## src/emergency_stop_supervisor_assert.svh

```systemverilog
// Assertion macros for the emergency stop supervisor.
`ifndef EMERGENCY_STOP_SUPERVISOR_ASSERT_SVH
`define EMERGENCY_STOP_SUPERVISOR_ASSERT_SVH
`ifndef SYNTHESIS
// Same-cycle implication, sampled on i_clk, off while i_rst_n is low.
`define ESTOP_ASSERT_NOW(lbl, ante, cons) \
    lbl: assert property (@(posedge i_clk) disable iff (!i_rst_n) (ante) |-> (cons)) \
        else $error("estop assertion failed");
// Next-cycle implication, sampled on i_clk, off while i_rst_n is low.
`define ESTOP_ASSERT_NEXT(lbl, ante, cons) \
    lbl: assert property (@(posedge i_clk) disable iff (!i_rst_n) (ante) |=> (cons)) \
        else $error("estop assertion failed");
`else
`define ESTOP_ASSERT_NOW(lbl, ante, cons)
`define ESTOP_ASSERT_NEXT(lbl, ante, cons)
`endif
`endif

```

## src/estop_pkg.sv

```systemverilog
// Types, constants and helper functions of the emergency stop supervisor.
package estop_pkg;

    localparam int NUM_AXES   = 3;
    localparam int ADC_BITS   = 12;
    localparam int TICK_W     = 32;
    localparam int TEMP_W     = 8;
    localparam int PERIOD_W   = 16;
    localparam int BEEP_LEN_W = 8;
    localparam int BEEPS_W    = 4;
    localparam int CAUSE_W    = 4;
    localparam int CFG_IDX_W  = 3;
    localparam int CFG_DATA_W = 16;

    // Fault mask layout
    localparam int BIT_BUTTON  = 0;
    localparam int BIT_LIMIT0  = 1;
    localparam int BIT_DRIVER0 = 1 + NUM_AXES;
    localparam int BIT_UNDER   = 1 + 2 * NUM_AXES;
    localparam int BIT_OVER    = 2 + 2 * NUM_AXES;
    localparam int BIT_TEMP    = 3 + 2 * NUM_AXES;
    localparam int FAULT_W     = 4 + 2 * NUM_AXES;

    // Error LED blink and beep counts
    localparam int BLINK_PERIOD    = 200;
    localparam int BLINK_ON        = 100;
    localparam int BLINK_W         = 8;
    localparam int BEEPS_ON_ENTRY  = 2;
    localparam int BEEPS_ON_BUTTON = 3;
    localparam int BEEPS_MAX       = 15;

    // Register reset values
    localparam logic [ADC_BITS-1:0]   RST_UNDERVOLT = ADC_BITS'(3258);
    localparam logic [ADC_BITS-1:0]   RST_OVERVOLT  = ADC_BITS'(4095);
    localparam logic [TEMP_W-1:0]     RST_OVERTEMP  = TEMP_W'(60);
    localparam logic [PERIOD_W-1:0]   RST_V_PERIOD  = PERIOD_W'(1000);
    localparam logic [PERIOD_W-1:0]   RST_T_PERIOD  = PERIOD_W'(5000);
    localparam logic [BEEP_LEN_W-1:0] RST_BEEP_LEN  = BEEP_LEN_W'(200);
    localparam logic [NUM_AXES-1:0]   RST_LIMIT_POL = '1;

    typedef enum logic [CFG_IDX_W-1:0] {
        CFG_UNDERVOLT  = 3'd0,
        CFG_OVERVOLT   = 3'd1,
        CFG_OVERTEMP   = 3'd2,
        CFG_V_PERIOD   = 3'd3,
        CFG_T_PERIOD   = 3'd4,
        CFG_BEEP_LEN   = 3'd5,
        CFG_LIMIT_POL  = 3'd6
    } t_cfg_idx;

    typedef struct packed {
        logic [ADC_BITS-1:0]   undervolt_limit;
        logic [ADC_BITS-1:0]   overvolt_limit;
        logic [TEMP_W-1:0]     overtemp_limit;
        logic [PERIOD_W-1:0]   voltage_period;
        logic [PERIOD_W-1:0]   temp_period;
        logic [BEEP_LEN_W-1:0] beep_length;
        logic [NUM_AXES-1:0]   limit_polarity_low;
    } t_cfg;

    typedef struct packed {
        logic                stop_button_level;
        logic [NUM_AXES-1:0] limit_levels;
        logic [NUM_AXES-1:0] driver_fault_levels;
        logic [ADC_BITS-1:0] supply_sample;
        logic [TEMP_W-1:0]   temperature;
        logic                reset_request;
    } t_item;

    typedef struct packed {
        logic               stop_chain_ok;
        logic               ready_led;
        logic               error_led;
        logic               buzzer_on;
        logic [FAULT_W-1:0] fault_mask;
        logic               in_emergency;
        logic               entered_now;
        logic [CAUSE_W-1:0] entry_cause;
        logic               reset_accepted;
    } t_result;

    // Index of the lowest set bit, zero when none is set
    function automatic logic [CAUSE_W-1:0] first_set(input logic [FAULT_W-1:0] v);
        logic [CAUSE_W-1:0] idx;
        idx = '0;
        for (int i = FAULT_W - 1; i >= 0; i--) begin
            if (v[i]) begin
                idx = CAUSE_W'(i);
            end
        end
        return idx;
    endfunction

endpackage

```

## src/estop_if.sv

```systemverilog
// Handshake channel interfaces: tick samples in, status out, register writes.
interface estop_in_if;
    logic                                   valid;
    logic                                   ready;
    logic                                   stop_button_level;
    logic [estop_pkg::NUM_AXES-1:0]         limit_levels;
    logic [estop_pkg::NUM_AXES-1:0]         driver_fault_levels;
    logic [estop_pkg::ADC_BITS-1:0]         supply_sample;
    logic signed [estop_pkg::TEMP_W-1:0]    temperature;
    logic                                   reset_request;

    modport source (
        output valid, stop_button_level, limit_levels, driver_fault_levels,
               supply_sample, temperature, reset_request,
        input  ready
    );
    modport sink (
        input  valid, stop_button_level, limit_levels, driver_fault_levels,
               supply_sample, temperature, reset_request,
        output ready
    );
endinterface

interface estop_out_if;
    logic                                valid;
    logic                                ready;
    logic                                stop_chain_ok;
    logic                                ready_led;
    logic                                error_led;
    logic                                buzzer_on;
    logic [estop_pkg::FAULT_W-1:0]       fault_mask;
    logic                                in_emergency;
    logic                                entered_now;
    logic [estop_pkg::CAUSE_W-1:0]       entry_cause;
    logic                                reset_accepted;

    modport source (
        output valid, stop_chain_ok, ready_led, error_led, buzzer_on, fault_mask,
               in_emergency, entered_now, entry_cause, reset_accepted,
        input  ready
    );
    modport sink (
        input  valid, stop_chain_ok, ready_led, error_led, buzzer_on, fault_mask,
               in_emergency, entered_now, entry_cause, reset_accepted,
        output ready
    );
endinterface

interface estop_cfg_if;
    logic                                valid;
    logic                                ready;
    logic [estop_pkg::CFG_IDX_W-1:0]     index;
    logic [estop_pkg::CFG_DATA_W-1:0]    data;

    modport source (output valid, index, data, input ready);
    modport sink (input valid, index, data, output ready);
endinterface

```

## src/emergency_stop_supervisor.sv

```systemverilog
// Top level of the emergency stop supervisor: request registers and channel handshakes.
`include "emergency_stop_supervisor_assert.svh"

// Takes one tick request per clock cycle, unless the status channel stalls, and
// returns one status result per tick. The result is offered once the request has
// moved from the input register into the result register. The sustained rate is
// one tick per cycle while the status channel is ready, set by the single
// evaluation stage between the two registers. Once both registers are full,
// the input side's ready follows the output side's ready in the same cycle.
// Register writes are always ready; write them only while no tick is in flight.
// No clearing pass runs after reset.
module emergency_stop_supervisor (
    input  logic  i_clk,
    input  logic  i_rst_n,
    estop_in_if.sink    i_in,
    estop_cfg_if.sink   i_cfg,
    estop_out_if.source o_out
);
    import estop_pkg::*;

    logic    r_in_valid;
    t_item   r_in;
    logic    r_out_valid;
    t_result r_out;

    logic    advance;
    t_cfg    cfg;
    t_result result;

    // Move the held request on when the result register is free or its result is being taken
    assign advance    = r_in_valid && (!r_out_valid || o_out.ready);
    assign i_in.ready = !r_in_valid || advance;
    assign i_cfg.ready = 1'b1;

    estop_cfg_regs u_cfg (
        .i_clk   (i_clk),
        .i_rst_n (i_rst_n),
        .i_we    (i_cfg.valid),
        .i_index (i_cfg.index),
        .i_data  (i_cfg.data),
        .o_cfg   (cfg)
    );

    estop_core u_core (
        .i_clk     (i_clk),
        .i_rst_n   (i_rst_n),
        .i_advance (advance),
        .i_item    (r_in),
        .i_cfg     (cfg),
        .o_result  (result)
    );

    // Input register control
    always_ff @(posedge i_clk) begin
        if (!i_rst_n) begin
            r_in_valid <= 1'b0;
        end else if (i_in.ready) begin
            r_in_valid <= i_in.valid;
        end
    end

    // Input register payload
    always_ff @(posedge i_clk) begin
        if (i_in.valid && i_in.ready) begin
            r_in.stop_button_level   <= i_in.stop_button_level;
            r_in.limit_levels        <= i_in.limit_levels;
            r_in.driver_fault_levels <= i_in.driver_fault_levels;
            r_in.supply_sample       <= i_in.supply_sample;
            r_in.temperature         <= i_in.temperature;
            r_in.reset_request       <= i_in.reset_request;
        end
    end

    // Result register control
    always_ff @(posedge i_clk) begin
        if (!i_rst_n) begin
            r_out_valid <= 1'b0;
        end else if (advance) begin
            r_out_valid <= 1'b1;
        end else if (o_out.ready) begin
            r_out_valid <= 1'b0;
        end
    end

    // Result register payload
    always_ff @(posedge i_clk) begin
        if (advance) begin
            r_out <= result;
        end
    end

    assign o_out.valid          = r_out_valid;
    assign o_out.stop_chain_ok  = r_out.stop_chain_ok;
    assign o_out.ready_led      = r_out.ready_led;
    assign o_out.error_led      = r_out.error_led;
    assign o_out.buzzer_on      = r_out.buzzer_on;
    assign o_out.fault_mask     = r_out.fault_mask;
    assign o_out.in_emergency   = r_out.in_emergency;
    assign o_out.entered_now    = r_out.entered_now;
    assign o_out.entry_cause    = r_out.entry_cause;
    assign o_out.reset_accepted = r_out.reset_accepted;

    // Normal state never shows latched faults
    `ESTOP_ASSERT_NOW(a_normal_clear, o_out.valid && !o_out.in_emergency, o_out.fault_mask == '0)
    // A cause is reported only with an entry
    `ESTOP_ASSERT_NOW(a_cause_entry, o_out.valid && !o_out.entered_now, o_out.entry_cause == '0)
    // Error LED blinks only in emergency
    `ESTOP_ASSERT_NOW(a_led_emerg, o_out.valid && o_out.error_led, o_out.in_emergency)
    // An accepted request is held in the input register next cycle
    `ESTOP_ASSERT_NEXT(a_in_held, i_in.valid && i_in.ready, r_in_valid)

endmodule

```

## src/estop_cfg_regs.sv

```systemverilog
// Configuration register file of the emergency stop supervisor.
module estop_cfg_regs (
    input  logic                            i_clk,
    input  logic                            i_rst_n,
    input  logic                            i_we,
    input  logic [estop_pkg::CFG_IDX_W-1:0] i_index,
    input  logic [estop_pkg::CFG_DATA_W-1:0] i_data,
    output estop_pkg::t_cfg                 o_cfg
);
    import estop_pkg::*;

    t_cfg r_cfg;
    t_cfg n_cfg;

    // Decode the write request into the addressed register
    always_comb begin
        n_cfg = r_cfg;
        if (i_we) begin
            unique case (t_cfg_idx'(i_index))
                CFG_UNDERVOLT: n_cfg.undervolt_limit    = i_data[ADC_BITS-1:0];
                CFG_OVERVOLT:  n_cfg.overvolt_limit     = i_data[ADC_BITS-1:0];
                CFG_OVERTEMP:  n_cfg.overtemp_limit     = i_data[TEMP_W-1:0];
                CFG_V_PERIOD:  n_cfg.voltage_period     = i_data[PERIOD_W-1:0];
                CFG_T_PERIOD:  n_cfg.temp_period        = i_data[PERIOD_W-1:0];
                CFG_BEEP_LEN:  n_cfg.beep_length        = i_data[BEEP_LEN_W-1:0];
                CFG_LIMIT_POL: n_cfg.limit_polarity_low = i_data[NUM_AXES-1:0];
                default: ;
            endcase
        end
    end

    // Hold the registers, load reset values
    always_ff @(posedge i_clk) begin
        if (!i_rst_n) begin
            r_cfg.undervolt_limit    <= RST_UNDERVOLT;
            r_cfg.overvolt_limit     <= RST_OVERVOLT;
            r_cfg.overtemp_limit     <= RST_OVERTEMP;
            r_cfg.voltage_period     <= RST_V_PERIOD;
            r_cfg.temp_period        <= RST_T_PERIOD;
            r_cfg.beep_length        <= RST_BEEP_LEN;
            r_cfg.limit_polarity_low <= RST_LIMIT_POL;
        end else begin
            r_cfg <= n_cfg;
        end
    end

    assign o_cfg = r_cfg;

endmodule

```

## src/estop_core.sv

```systemverilog
// Supervisor state and the per-tick fault, check, reset and beep logic.
module estop_core (
    input  logic               i_clk,
    input  logic               i_rst_n,
    input  logic               i_advance,
    input  estop_pkg::t_item   i_item,
    input  estop_pkg::t_cfg    i_cfg,
    output estop_pkg::t_result o_result
);
    import estop_pkg::*;

    logic                  r_emerg;
    logic [FAULT_W-1:0]    r_faults;
    logic [TICK_W-1:0]     r_tick;
    logic [TICK_W-1:0]     r_last_v;
    logic [TICK_W-1:0]     r_last_t;
    logic [ADC_BITS-1:0]   r_held;
    logic [BEEPS_W-1:0]    r_beeps;
    logic [BEEP_LEN_W-1:0] r_timer;
    logic                  r_phase;
    logic [BLINK_W-1:0]    r_blink;

    logic                  n_emerg;
    logic [FAULT_W-1:0]    n_faults;
    logic [TICK_W-1:0]     n_tick;
    logic [TICK_W-1:0]     n_last_v;
    logic [TICK_W-1:0]     n_last_t;
    logic [ADC_BITS-1:0]   n_held;
    logic [BEEPS_W-1:0]    n_beeps;
    logic [BEEP_LEN_W-1:0] n_timer;
    logic                  n_phase;
    logic [BLINK_W-1:0]    n_blink;

    logic [NUM_AXES-1:0]   limit_trig;
    logic [NUM_AXES-1:0]   drv_fault;
    logic                  v_due;
    logic                  t_due;
    logic                  under;
    logic                  over;
    logic                  hot;
    logic [FAULT_W-1:0]    raised;
    logic                  entered;
    logic [CAUSE_W-1:0]    cause;
    logic [BEEPS_W:0]      beep_sum;
    logic                  em_chk;
    logic [FAULT_W-1:0]    faults_chk;
    logic                  accepted;
    logic [BEEP_LEN_W-1:0] len;
    logic                  buzz;

    // Evaluate one tick
    always_comb begin
        limit_trig = i_item.limit_levels ^ i_cfg.limit_polarity_low;
        drv_fault  = ~i_item.driver_fault_levels;

        // Periodic supply and temperature checks
        v_due  = (r_tick - r_last_v) > TICK_W'(i_cfg.voltage_period);
        t_due  = (r_tick - r_last_t) > TICK_W'(i_cfg.temp_period);
        n_held = v_due ? i_item.supply_sample : r_held;
        under  = v_due && (i_item.supply_sample < i_cfg.undervolt_limit);
        over   = v_due && (i_item.supply_sample > i_cfg.overvolt_limit);
        hot    = t_due && ($signed(i_item.temperature) > $signed(i_cfg.overtemp_limit));
        n_last_v = v_due ? r_tick : r_last_v;
        n_last_t = t_due ? r_tick : r_last_t;

        // Button counts only from normal state
        raised = {hot, over, under, drv_fault, limit_trig,
                  (!i_item.stop_button_level) && !r_emerg};

        // Normal state has nothing latched: the first raised bit enters
        if (!r_emerg) begin
            em_chk     = |raised;
            faults_chk = raised;
            entered    = |raised;
            cause      = first_set(raised);
        end else begin
            em_chk     = 1'b1;
            faults_chk = r_faults | raised;
            entered    = 1'b0;
            cause      = '0;
        end

        // Queue beeps, saturate
        beep_sum = {1'b0, r_beeps}
                 + (entered ? (BEEPS_W + 1)'(BEEPS_ON_ENTRY) : '0)
                 + ((entered && raised[BIT_BUTTON]) ? (BEEPS_W + 1)'(BEEPS_ON_BUTTON) : '0);
        n_beeps  = (beep_sum > (BEEPS_W + 1)'(BEEPS_MAX)) ? BEEPS_W'(BEEPS_MAX)
                                                          : beep_sum[BEEPS_W-1:0];

        // Judge the reset request after the checks
        n_emerg  = em_chk;
        n_faults = faults_chk;
        accepted = 1'b0;
        if (i_item.reset_request) begin
            if (!em_chk) begin
                accepted = 1'b1;
            end else if (i_item.stop_button_level && (&i_item.driver_fault_levels)
                         && (n_held >= i_cfg.undervolt_limit)
                         && (n_held <= i_cfg.overvolt_limit)) begin
                n_emerg  = 1'b0;
                n_faults = '0;
                accepted = 1'b1;
            end
        end

        // Advance the beep sequencer
        len     = (i_cfg.beep_length == '0) ? BEEP_LEN_W'(1) : i_cfg.beep_length;
        n_phase = r_phase;
        n_timer = r_timer;
        if (!r_phase && (r_timer == '0) && (n_beeps != '0)) begin
            n_beeps = n_beeps - BEEPS_W'(1);
            n_phase = 1'b1;
            n_timer = len;
        end
        buzz = n_phase;
        if (n_timer != '0) begin
            n_timer = n_timer - BEEP_LEN_W'(1);
            if ((n_timer == '0) && n_phase) begin
                n_phase = 1'b0;
                n_timer = (n_beeps != '0) ? len : '0;
            end
        end

        // Tick time and its position in the blink period
        n_tick = r_tick + TICK_W'(1);
        if ((&r_tick) || (r_blink == BLINK_W'(BLINK_PERIOD - 1))) begin
            n_blink = '0;
        end else begin
            n_blink = r_blink + BLINK_W'(1);
        end

        o_result.stop_chain_ok  = !n_emerg;
        o_result.ready_led      = !n_emerg;
        o_result.error_led      = n_emerg && (r_blink < BLINK_W'(BLINK_ON));
        o_result.buzzer_on      = buzz;
        o_result.fault_mask     = n_faults;
        o_result.in_emergency   = n_emerg;
        o_result.entered_now    = entered;
        o_result.entry_cause    = cause;
        o_result.reset_accepted = accepted;
    end

    // Commit the state when a tick moves to the result register
    always_ff @(posedge i_clk) begin
        if (!i_rst_n) begin
            r_emerg  <= 1'b0;
            r_faults <= '0;
            r_tick   <= '0;
            r_last_v <= '0;
            r_last_t <= '0;
            r_held   <= '0;
            r_beeps  <= '0;
            r_timer  <= '0;
            r_phase  <= 1'b0;
            r_blink  <= '0;
        end else if (i_advance) begin
            r_emerg  <= n_emerg;
            r_faults <= n_faults;
            r_tick   <= n_tick;
            r_last_v <= n_last_v;
            r_last_t <= n_last_t;
            r_held   <= n_held;
            r_beeps  <= n_beeps;
            r_timer  <= n_timer;
            r_phase  <= n_phase;
            r_blink  <= n_blink;
        end
    end

endmodule

```

## src/flat_wrapper.sv

```systemverilog
// flat-port wrapper written by rule: the top's interface ports become plain ports
module emergency_stop_supervisor_flat import estop_pkg::*;
  (i_clk, i_rst_n, i_in_valid, i_in_stop_button_level, i_in_limit_levels, i_in_driver_fault_levels, i_in_supply_sample, i_in_temperature, i_in_reset_request, i_in_ready, i_cfg_valid, i_cfg_index, i_cfg_data, i_cfg_ready, o_out_valid, o_out_stop_chain_ok, o_out_ready_led, o_out_error_led, o_out_buzzer_on, o_out_fault_mask, o_out_in_emergency, o_out_entered_now, o_out_entry_cause, o_out_reset_accepted, o_out_ready);
  estop_in_if i_in_i ();
  estop_cfg_if i_cfg_i ();
  estop_out_if o_out_i ();
  input  logic i_clk;
  input  logic i_rst_n;
  input wire logic [$bits(i_in_i.valid)-1:0] i_in_valid;
  input wire logic [$bits(i_in_i.stop_button_level)-1:0] i_in_stop_button_level;
  input wire logic [$bits(i_in_i.limit_levels)-1:0] i_in_limit_levels;
  input wire logic [$bits(i_in_i.driver_fault_levels)-1:0] i_in_driver_fault_levels;
  input wire logic [$bits(i_in_i.supply_sample)-1:0] i_in_supply_sample;
  input wire logic [$bits(i_in_i.temperature)-1:0] i_in_temperature;
  input wire logic [$bits(i_in_i.reset_request)-1:0] i_in_reset_request;
  output wire logic [$bits(i_in_i.ready)-1:0] i_in_ready;
  input wire logic [$bits(i_cfg_i.valid)-1:0] i_cfg_valid;
  input wire logic [$bits(i_cfg_i.index)-1:0] i_cfg_index;
  input wire logic [$bits(i_cfg_i.data)-1:0] i_cfg_data;
  output wire logic [$bits(i_cfg_i.ready)-1:0] i_cfg_ready;
  output wire logic [$bits(o_out_i.valid)-1:0] o_out_valid;
  output wire logic [$bits(o_out_i.stop_chain_ok)-1:0] o_out_stop_chain_ok;
  output wire logic [$bits(o_out_i.ready_led)-1:0] o_out_ready_led;
  output wire logic [$bits(o_out_i.error_led)-1:0] o_out_error_led;
  output wire logic [$bits(o_out_i.buzzer_on)-1:0] o_out_buzzer_on;
  output wire logic [$bits(o_out_i.fault_mask)-1:0] o_out_fault_mask;
  output wire logic [$bits(o_out_i.in_emergency)-1:0] o_out_in_emergency;
  output wire logic [$bits(o_out_i.entered_now)-1:0] o_out_entered_now;
  output wire logic [$bits(o_out_i.entry_cause)-1:0] o_out_entry_cause;
  output wire logic [$bits(o_out_i.reset_accepted)-1:0] o_out_reset_accepted;
  input wire logic [$bits(o_out_i.ready)-1:0] o_out_ready;
  assign i_in_i.valid = i_in_valid;
  assign i_in_i.stop_button_level = i_in_stop_button_level;
  assign i_in_i.limit_levels = i_in_limit_levels;
  assign i_in_i.driver_fault_levels = i_in_driver_fault_levels;
  assign i_in_i.supply_sample = i_in_supply_sample;
  assign i_in_i.temperature = i_in_temperature;
  assign i_in_i.reset_request = i_in_reset_request;
  assign i_in_ready = i_in_i.ready;
  assign i_cfg_i.valid = i_cfg_valid;
  assign i_cfg_i.index = i_cfg_index;
  assign i_cfg_i.data = i_cfg_data;
  assign i_cfg_ready = i_cfg_i.ready;
  assign o_out_valid = o_out_i.valid;
  assign o_out_stop_chain_ok = o_out_i.stop_chain_ok;
  assign o_out_ready_led = o_out_i.ready_led;
  assign o_out_error_led = o_out_i.error_led;
  assign o_out_buzzer_on = o_out_i.buzzer_on;
  assign o_out_fault_mask = o_out_i.fault_mask;
  assign o_out_in_emergency = o_out_i.in_emergency;
  assign o_out_entered_now = o_out_i.entered_now;
  assign o_out_entry_cause = o_out_i.entry_cause;
  assign o_out_reset_accepted = o_out_i.reset_accepted;
  assign o_out_i.ready = o_out_ready;
  emergency_stop_supervisor u_core (.i_clk(i_clk), .i_rst_n(i_rst_n), .i_in(i_in_i), .i_cfg(i_cfg_i), .o_out(o_out_i));
endmodule
```

## config.mk

```make
export PLATFORM = sky130hd
export DESIGN_NAME = emergency_stop_supervisor_flat
export DESIGN_NICKNAME = d
export VERILOG_FILES = /design/src/estop_pkg.sv /design/src/estop_if.sv /design/src/emergency_stop_supervisor.sv /design/src/estop_cfg_regs.sv /design/src/estop_core.sv /design/src/flat_wrapper.sv
export VERILOG_INCLUDE_DIRS = /design/src /design/src/src
export SDC_FILE = /design/constraint.sdc
export NUM_CORES = 1
export LEC_CHECK = 0
export BUFFER_PORTS_ARGS = -buffer_cell sky130_fd_sc_hd__buf_4
export CORE_MARGIN = 2
export CORE_UTILIZATION = 45
export DETAILED_ROUTE_END_ITERATION = 8
export PLACE_DENSITY = 0.64
export SYNTH_ARGS = -nofsm -noshare
export SYNTH_HDL_FRONTEND = slang
export SYNTH_SLANG_ARGS = --single-unit
```

## constraint.sdc

```tcl
create_clock -name i_clk -period 14.2 [get_ports i_clk]
set_clock_uncertainty 0.05 [all_clocks]
set_input_delay 0.71 -clock i_clk [delete_from_list [all_inputs] [get_ports i_clk]]
set_output_delay 0.71 -clock i_clk [all_outputs]
set_load 0.02 [all_outputs]
```

==> run_results.csv, run 1 <==
group,metric,value,unit
run_status,status,"completed",
power_and_ir_drop,seq_power_share,36.7,%
route,viasPerCell,5.64,
synthesis,synthesis.nets,2238,
power_and_ir_drop,pwr-share-clk,37.7,%
global_routing,track_usage,23.2,%
cells_and_area,insertedDiodeCount,0,
placement,place_ws,4820,ps
sta,setup_violations,0,
floorplanning,io_pins,76,
synthesis,synth_seq_area_share,34.1,%
synthesis,synth_cells,2024,
clocking,post-cts-setup-buffer-count,0,
route,wirelength,45100,µm
power_and_ir_drop,power_frac_comb,25.6,%
cells_and_area,fin_nets,2264,
worst_setup_path,arrival,9780,ps
cells_and_area,seq_area,0.00579,mm²
route,final_antenna_net_count,0,
synthesis,yosysWarnings,0,
synthesis,netlist_area,0.0170,mm²
synthesis,avgSynthCellArea,8.38,µm²
route,wl_per_cell,17.4,µm
cells_and_area,drive_gt1_share,8.62,%
floorplanning,coreArea,0.0374,mm²
floorplanning,start_util,45.4,%
floorplanning,dieArea,0.0393,mm²
synthesis,yosys-top-cells-count,"nand2_1, dfxtp_1, nor2_1, ha_1, a21oi_1",
sta,rsz0062_at_grt,"no",
global_routing,grt_max_degree,92,
global_routing,grt_pass1_wl,72800,µm
synthesis,ys_seq_elements,265,
route,drt_iter0_drc,936,
route,drc,0,
synthesis,ys.flop_type,"dfxtp_1",
cells_and_area,area_delta_synth_final,11.8,%
placement,gp_congestion,0.894,
clocking,cts-root-buf,"clkbuf_16",
clocking,clockBufferDepth,3,
worst_setup_path,cpMostUsedCell,"a21oi_1",
clocking,cts_tree,"built",
cells_and_area,multi_input_area,0.0102,mm²
global_routing,antenna_found_initial,0,
sta,hold_violations,0,
worst_setup_path,path_class,"register to register",
power_and_ir_drop,ir_drop,0.0000896,V
clocking,cts_inserted_buffers,34,
synthesis,synth_edf_count,48,
clocking,worst_setup_hold_path_clk_slew,60,ps
cells_and_area,fillerInstances,3526,
clocking,hold_buffers,0,
sta,fin_setup_tns,0,ps
worst_setup_path,critical-path-slowest-cell,"nor4_2",
global_routing,grt_pass1_vias,13700,
worst_setup_path,crit_path_max_fanout,17,
sta,worstMarginPinSlew,1200,ps
route,dr.pass1.iters,5,
clocking,cts_sinks,265,
worst_setup_path,cp_slowest_stage_delay,790,ps
clocking,htree_num_levels,2,
clocking,insertion_delay,560,ps
sta,period_minus_slack,9340,ps
floorplanning,chipHeight,198,µm
run,max_cap_viol_count,0,
worst_setup_path,end_kind,"register",
cells_and_area,post-route-util,50.7,%
sta,slew_headroom,19.8,%
power_and_ir_drop,power_density,120,mW/mm²
synthesis,yosysMostFrequentCell,"nand2_1",
hold_path,hp-class,"input port to register",
sta,timing.final.ws_setup,4860,ps
clocking,cts-resized-gates,0,
worst_setup_path,cp_data_required_time,14640,ps
sta,fmax,107,MHz
floorplanning,die_w,198,µm
placement,dp.final_hpwl,33400,µm
synthesis,yosys-top-cells-area,"dfxtp_1, ha_1, edfxtp_1",
route,num_vias,14600,
global_routing,grt_overflow,0,
worst_setup_path,cp-start-kind,"register",
placement,port_buffers,74,
power_and_ir_drop,switchingPower,0.000715,W
sta,fin_crit_sh,65.8,%
sta,drv_slew,0,
power_and_ir_drop,swShare,31.5,%
floorplanning,rows,71,
synthesis,synthDistinctLibCells,89,
synthesis,synth_top_area_share,25.6,%
synthesis,async_flop_share,0,%
power_and_ir_drop,p_leak,8.46,nW
power_and_ir_drop,intPower,0.00156,W
synthesis,synth_area_leader_cell,"dfxtp_1",
[worst max-delay path, delay by kind of cell, from the launching register on]
kind            cells  cell delay [ps]
mux                 1              160
buf+inv             3              250
xor+xnor            2              260
flops               1              360
simple gates       11             2540
fa+ha+maj           7             2300
compound gates     15             3350
[final cells by class]
type,count,area share (%)
Inverter,151,3.00
Sequential cell,265,30.5
Tap cell,511,3.37
Clock buffer,44,4.96
Timing Repair Buffer,81,3.21
Clock inverter,18,0.963
Multi-Input combinational cell,1517,54.0
[placed cells by master (no fill, tap or decap), types with 8 or more instances in the layout]
| cell | count |
|---|---|
| and2_1 | 13 |
| a211oi_1 | 19 |
| or3_1 | 15 |
| edfxtp_1 | 48 |
| nor2b_1 | 20 |
| nand2b_1 | 18 |
| mux2i_1 | 92 |
| nand2_1 | 234 |
| o21ai_0 | 64 |
| nor3_1 | 38 |
| a21o_1 | 44 |
| xor2_1 | 38 |
| nand3_1 | 49 |
| or2_2 | 9 |
| nand4_1 | 43 |
| and3_1 | 16 |
| nor2_1 | 207 |
| a31oi_1 | 14 |
| clkinv_2 | 8 |
| a21oi_1 | 150 |
| o31ai_1 | 8 |
| xnor2_1 | 38 |
| mux2_4 | 9 |
| dfxtp_1 | 217 |
| ha_1 | 158 |
| o211ai_1 | 50 |
| buf_4 | 81 |
| inv_1 | 149 |
| clkbuf_16 | 36 |
| o21a_1 | 23 |
[registers in the layout, indices dropped and copies added, names as in the netlist, 4 cells and up]
name and count:
u_core.u_core.r_timer 8, u_core.u_core.r_faults 10, u_core.r_in 28, u_core.u_core.r_blink 8
u_core.u_core.r_tick 32, u_core.u_core.r_beeps 4, u_core.u_core.r_last_v 32, u_core.u_cfg.o_cfg 75
u_core.o_out.entry_cause 4, u_core.o_out.fault_mask 10, u_core.u_core.r_last_t 32, u_core.u_core.r_held 12
[cells by family (layout without fill, tap and decap cells)]
kind of cell	Yosys count	count (layout)	synth area share, %
other	1	1	0.0221
multiplexers	106	106	6.56
AND/OR/NAND/NOR	704	704	19.4
XOR/XNOR	76	76	3.92
flip-flops	265	265	34.1
AO/OA/AOI/OAI	468	468	18.1
adder cells (fa/ha/maj)	162	162	12.1
buffers and inverters	242	294	5.71
[per-stage QoR]
| stage | hold WS (ps) | instance area, µm² | std cells | power [W] |
|---|---|---|---|---|
| final | 279 | 19000 | 2587 | 0.00227 |
| after global routing | 258 | 19000 | 2587 | 0.00238 |
| after CTS | 253 | 19000 | 2587 | 0.00229 |
| after detailed placement | 396 | 17800 | 2525 | 0.00142 |
| after global placement | 390 | 17800 | 2525 | 0.00142 |
| after floorplan | 382 | 17000 | 2024 | 0.00127 |
[per-layer routing]
layer / vias up / part of all wire [%] / track usage (%)
met4: 0 / 2.4 / 6.54
met2: 319 / 45 / 37.1
met5: - / 0 / 0
met1: 6941 / 49 / 32.6
li1: 7252 / - / -
met3: 68 / 4.0 / 2.90
[path summary, 6_finish.rpt]
path / from / endpoint / slack, ps / cells past startpoint
max: u_core.u_core.r_tick[0] / u_core.u_core.r_timer[5] / 4860 / 39
min: i_in_driver_fault_levels[2] / u_core.r_in[23] / 280 / 1
max reg2reg: u_core.u_core.r_tick[0] / u_core.u_core.r_timer[5] / 4860 / 39
min reg2reg: u_core.u_cfg.o_cfg[17] / u_core.u_cfg.o_cfg[17] / 400 / 2
[power by group through the flow]
| stage | Sequential [W] | Combinational (W) | Clock [W] |
|---|---|---|---|
| final | 0.000833 | 0.000581 | 0.000857 |
| after global routing | 0.000837 | 0.000641 | 0.000903 |
| after CTS | 0.000832 | 0.000578 | 0.000875 |
| after detailed placement | 0.000848 | 0.000573 | 0 |
| after global placement | 0.000848 | 0.000573 | 0 |
| after floorplan | 0.000843 | 0.000428 | 0 |
(Power assumes the default switching activity.)
==> run 2: changes to the inputs <==
--- a/config.mk
+++ b/config.mk
@@ -10,7 +10,7 @@
 export CORE_MARGIN = 2
 export CORE_UTILIZATION = 45
 export DETAILED_ROUTE_END_ITERATION = 8
-export PLACE_DENSITY = 0.64
+export PLACE_DENSITY = 0.67
 export SYNTH_ARGS = -nofsm -noshare
 export SYNTH_HDL_FRONTEND = slang
 export SYNTH_SLANG_ARGS = --single-unit
==> constraint.sdc (replaced) <==
create_clock -name i_clk -period 8.4 [get_ports i_clk]
set_clock_uncertainty 0.05 [all_clocks]
set_input_delay 0.42 -clock i_clk [delete_from_list [all_inputs] [get_ports i_clk]]
set_output_delay 0.42 -clock i_clk [all_outputs]
set_load 0.02 [all_outputs]
==> run 2 against run 1 <==
Net effect:
- first-iteration DRC count is 11% higher
- final area is 2.7% higher
- global-route usage is 0.28 points lower
- sequential power is 69% higher
- critical endpoint unchanged
- routed wire length is 0.83% higher
- fmax is 17% higher
- register-to-register slack worse by 4500 ps
- clock-buffer cell count is 2 lower
- non-clock buffer count is 64 higher
- largest power group is now registers
- setup slack worse by 4500 ps
==> run_results.csv, run 2 (synthesis results as in run 1) <==
group,metric,value,unit
clocking,insertion_delay,570,ps
route,drc,0,
worst_setup_path,r2r-end,"u_core.u_core.r_timer[5]",
route,dr.pass1.iters,6,
sta,worstMarginPinSlew,1210,ps
floorplanning,io_pins,76,
clocking,htree_num_levels,1,
placement,dp.final_hpwl,33800,µm
clocking,cts_inserted_buffers,29,
global_routing,grt_use_met2,38.0,%
floorplanning,start_util,45.4,%
sta,slew_headroom,19.0,%
route,wl_per_cell,17.2,µm
placement,port_buffers,74,
clocking,cts-root-buf,"clkbuf_16",
global_routing,grt_overflow,0,
floorplanning,chipHeight,198,µm
floorplanning,coreArea,0.0374,mm²
worst_setup_path,end_kind,"register",
sta,hold_violations,0,
cells_and_area,final_common_cell,"nand2_1",
worst_setup_path,ff2ff_path_depth,45,
worst_setup_path,cp-start-kind,"register",
worst_setup_path,critPathBufInv,5,
global_routing,grt.busiest_layer,"met2",
clocking,worst_setup_hold_path_clk_slew,60,ps
route,viasPerCell,5.60,
route,final_antenna_net_count,0,
sta,drv_slew,0,
sta,fmax,125,MHz
power_and_ir_drop,p_leak,8.72,nW
hold_path,hold-path-cell-count,3,
hold_path,hp-class,"input port to register",
global_routing,grt_pass1_wl,72700,µm
route,wirelength,45500,µm
cells_and_area,area_delta_synth_final,14.8,%
clocking,cts_sinks,265,
power_and_ir_drop,ir_drop,0.000139,V
clocking,cts_tree,"built",
power_and_ir_drop,power_density,199,mW/mm²
sta,setup_violations,0,
worst_setup_path,cp_data_required_time,8780,ps
placement,dpl_cell_area,0.0181,mm²
worst_setup_path,path_class,"register to register",
worst_setup_path,crit_path_max_fanout,6,
floorplanning,die_w,198,µm
sta,hold_slack,32.4,ps
worst_setup_path,ff2ff_setup_slack,410,ps
cells_and_area,most-common-layout-cells,"nand2_1, dfxtp_1, nor2_1, ha_1, inv_1",
cells_and_area,fin_area,0.0195,mm²
hold_path,min-delay-start,"i_in_valid",
sta,period_minus_slack,7990,ps
route,num_vias,14800,
global_routing,grt_use_met1,31.3,%
worst_setup_path,cpMostUsedCell,"inv_1",
hold_path,hold_path_end,"u_core.r_in_valid",
floorplanning,rows,71,
worst_setup_path,arrival,8370,ps
placement,gp_congestion,0.931,
cells_and_area,largest_register_ffs,75,
run,max_cap_viol_count,0,
worst_setup_path,critical-path-slowest-cell,"fa_1",
floorplanning,dieArea,0.0393,mm²
sta,fin_crit_sh,95.2,%
worst_setup_path,reg2reg_from,"u_core.u_core.r_tick[0]",
worst_setup_path,critical-path-top-delay-family,"compound AO/OA/AOI/OAI gates",
clocking,clockBufferDepth,3,
global_routing,grt_pass1_vias,14000,
run_status,status,"completed",
cells_and_area,fin_nets,2323,
global_routing,track_usage,22.9,%
global_routing,grt_use_met3,2.83,%
worst_setup_path,cp_slowest_stage_delay,540,ps
route,drt_iter0_drc,1040,
global_routing,antenna_found_initial,0,
cells_and_area,drive_gt1_share,10.7,%
cells_and_area,insertedDiodeCount,0,
global_routing,grt_max_degree,86,
-- run 2: cell types whose count changed in the layout (fill, tap and decap cells not counted), moves of 4 or more --
cell           before  now
a21oi_1           150  146
dlygate4sd3_1       0   28
clkinv_2            8    4
a21oi_2             1    5
buf_4              81  117
-- run 2: how the worst max path moves through the flow --
stage | startpoint | end | slack (ps) | cells past startpoint
floorplan | u_core.u_core.r_tick[0] | u_core.u_core.r_timer[0] | 480 | 44
global placement | u_core.u_core.r_tick[0] | u_core.u_core.r_timer[5] | 190 | 45
detailed placement | u_core.u_core.r_tick[0] | u_core.u_core.r_timer[5] | -180 | 45
CTS | u_core.u_core.r_tick[0] | u_core.u_core.r_timer[5] | 30 | 45
global route | u_core.u_core.r_tick[0] | u_core.u_core.r_timer[1] | -70 | 45
finish | u_core.u_core.r_tick[0] | u_core.u_core.r_timer[5] | 410 | 45
-- run 2: tightest hold or removal path: stages --
cell and delay (ps):
buf_4 80, a21oi_1 40, nor2_1 70
-- run 2: final cells by class --
class | count | area (µm²)
Timing Repair Buffer | 145 | 1160
Fill cell | 3446 | 17900
Clock inverter | 10 | 111
Sequential cell | 265 | 5790
Tap cell | 511 | 639
Inverter | 151 | 569
Multi-Input combinational cell | 1517 | 10300
Clock buffer | 42 | 900
-- run 2: stage by stage --
stage	total power [W]	std cells	setup WS [ps]	TNS [ps]	utilization, %
after floorplan	0.00215	2024	483	0	-
final	0.00387	2641	406	0	52.1
after global placement	0.00245	2555	193	0	48.3
after CTS	0.00383	2635	30.7	0	51.8
after global routing	0.00405	2641	-68.2	-278	52.1
after detailed placement	0.00246	2555	-176	-911	48.3
-- run 2: what timing repair did --
item / 4_1_cts / 5_1_grt
hold buffers: 28 / 0
endpoints found under the setup margin: 8 / 27
pin swaps: 0 / 7
buffers inserted: 0 / 6
resized for setup: 3 / 17
hold endpoints to repair: 28 / 0
cloned: 0 / 0
-- run 2: power breakdown --
group          internal [W]  switching [W]  total (W)  leakage [nW]
Clock              0.000804       0.000539    0.00134         0.498
Sequential          0.00136      0.0000481    0.00141          2.21
Combinational      0.000503       0.000618    0.00112          6.01
Total               0.00266        0.00120    0.00387          8.72
-- run 2: layer usage --
layer | wire, µm | share of wire [%] | vias up
li1 | - | - | 7339
met1 | 21400 | 47 | 7015
met2 | 20700 | 46 | 363
met3 | 2180 | 4.8 | 72
met4 | 1180 | 2.6 | 0
met5 | 0 | 0 | -
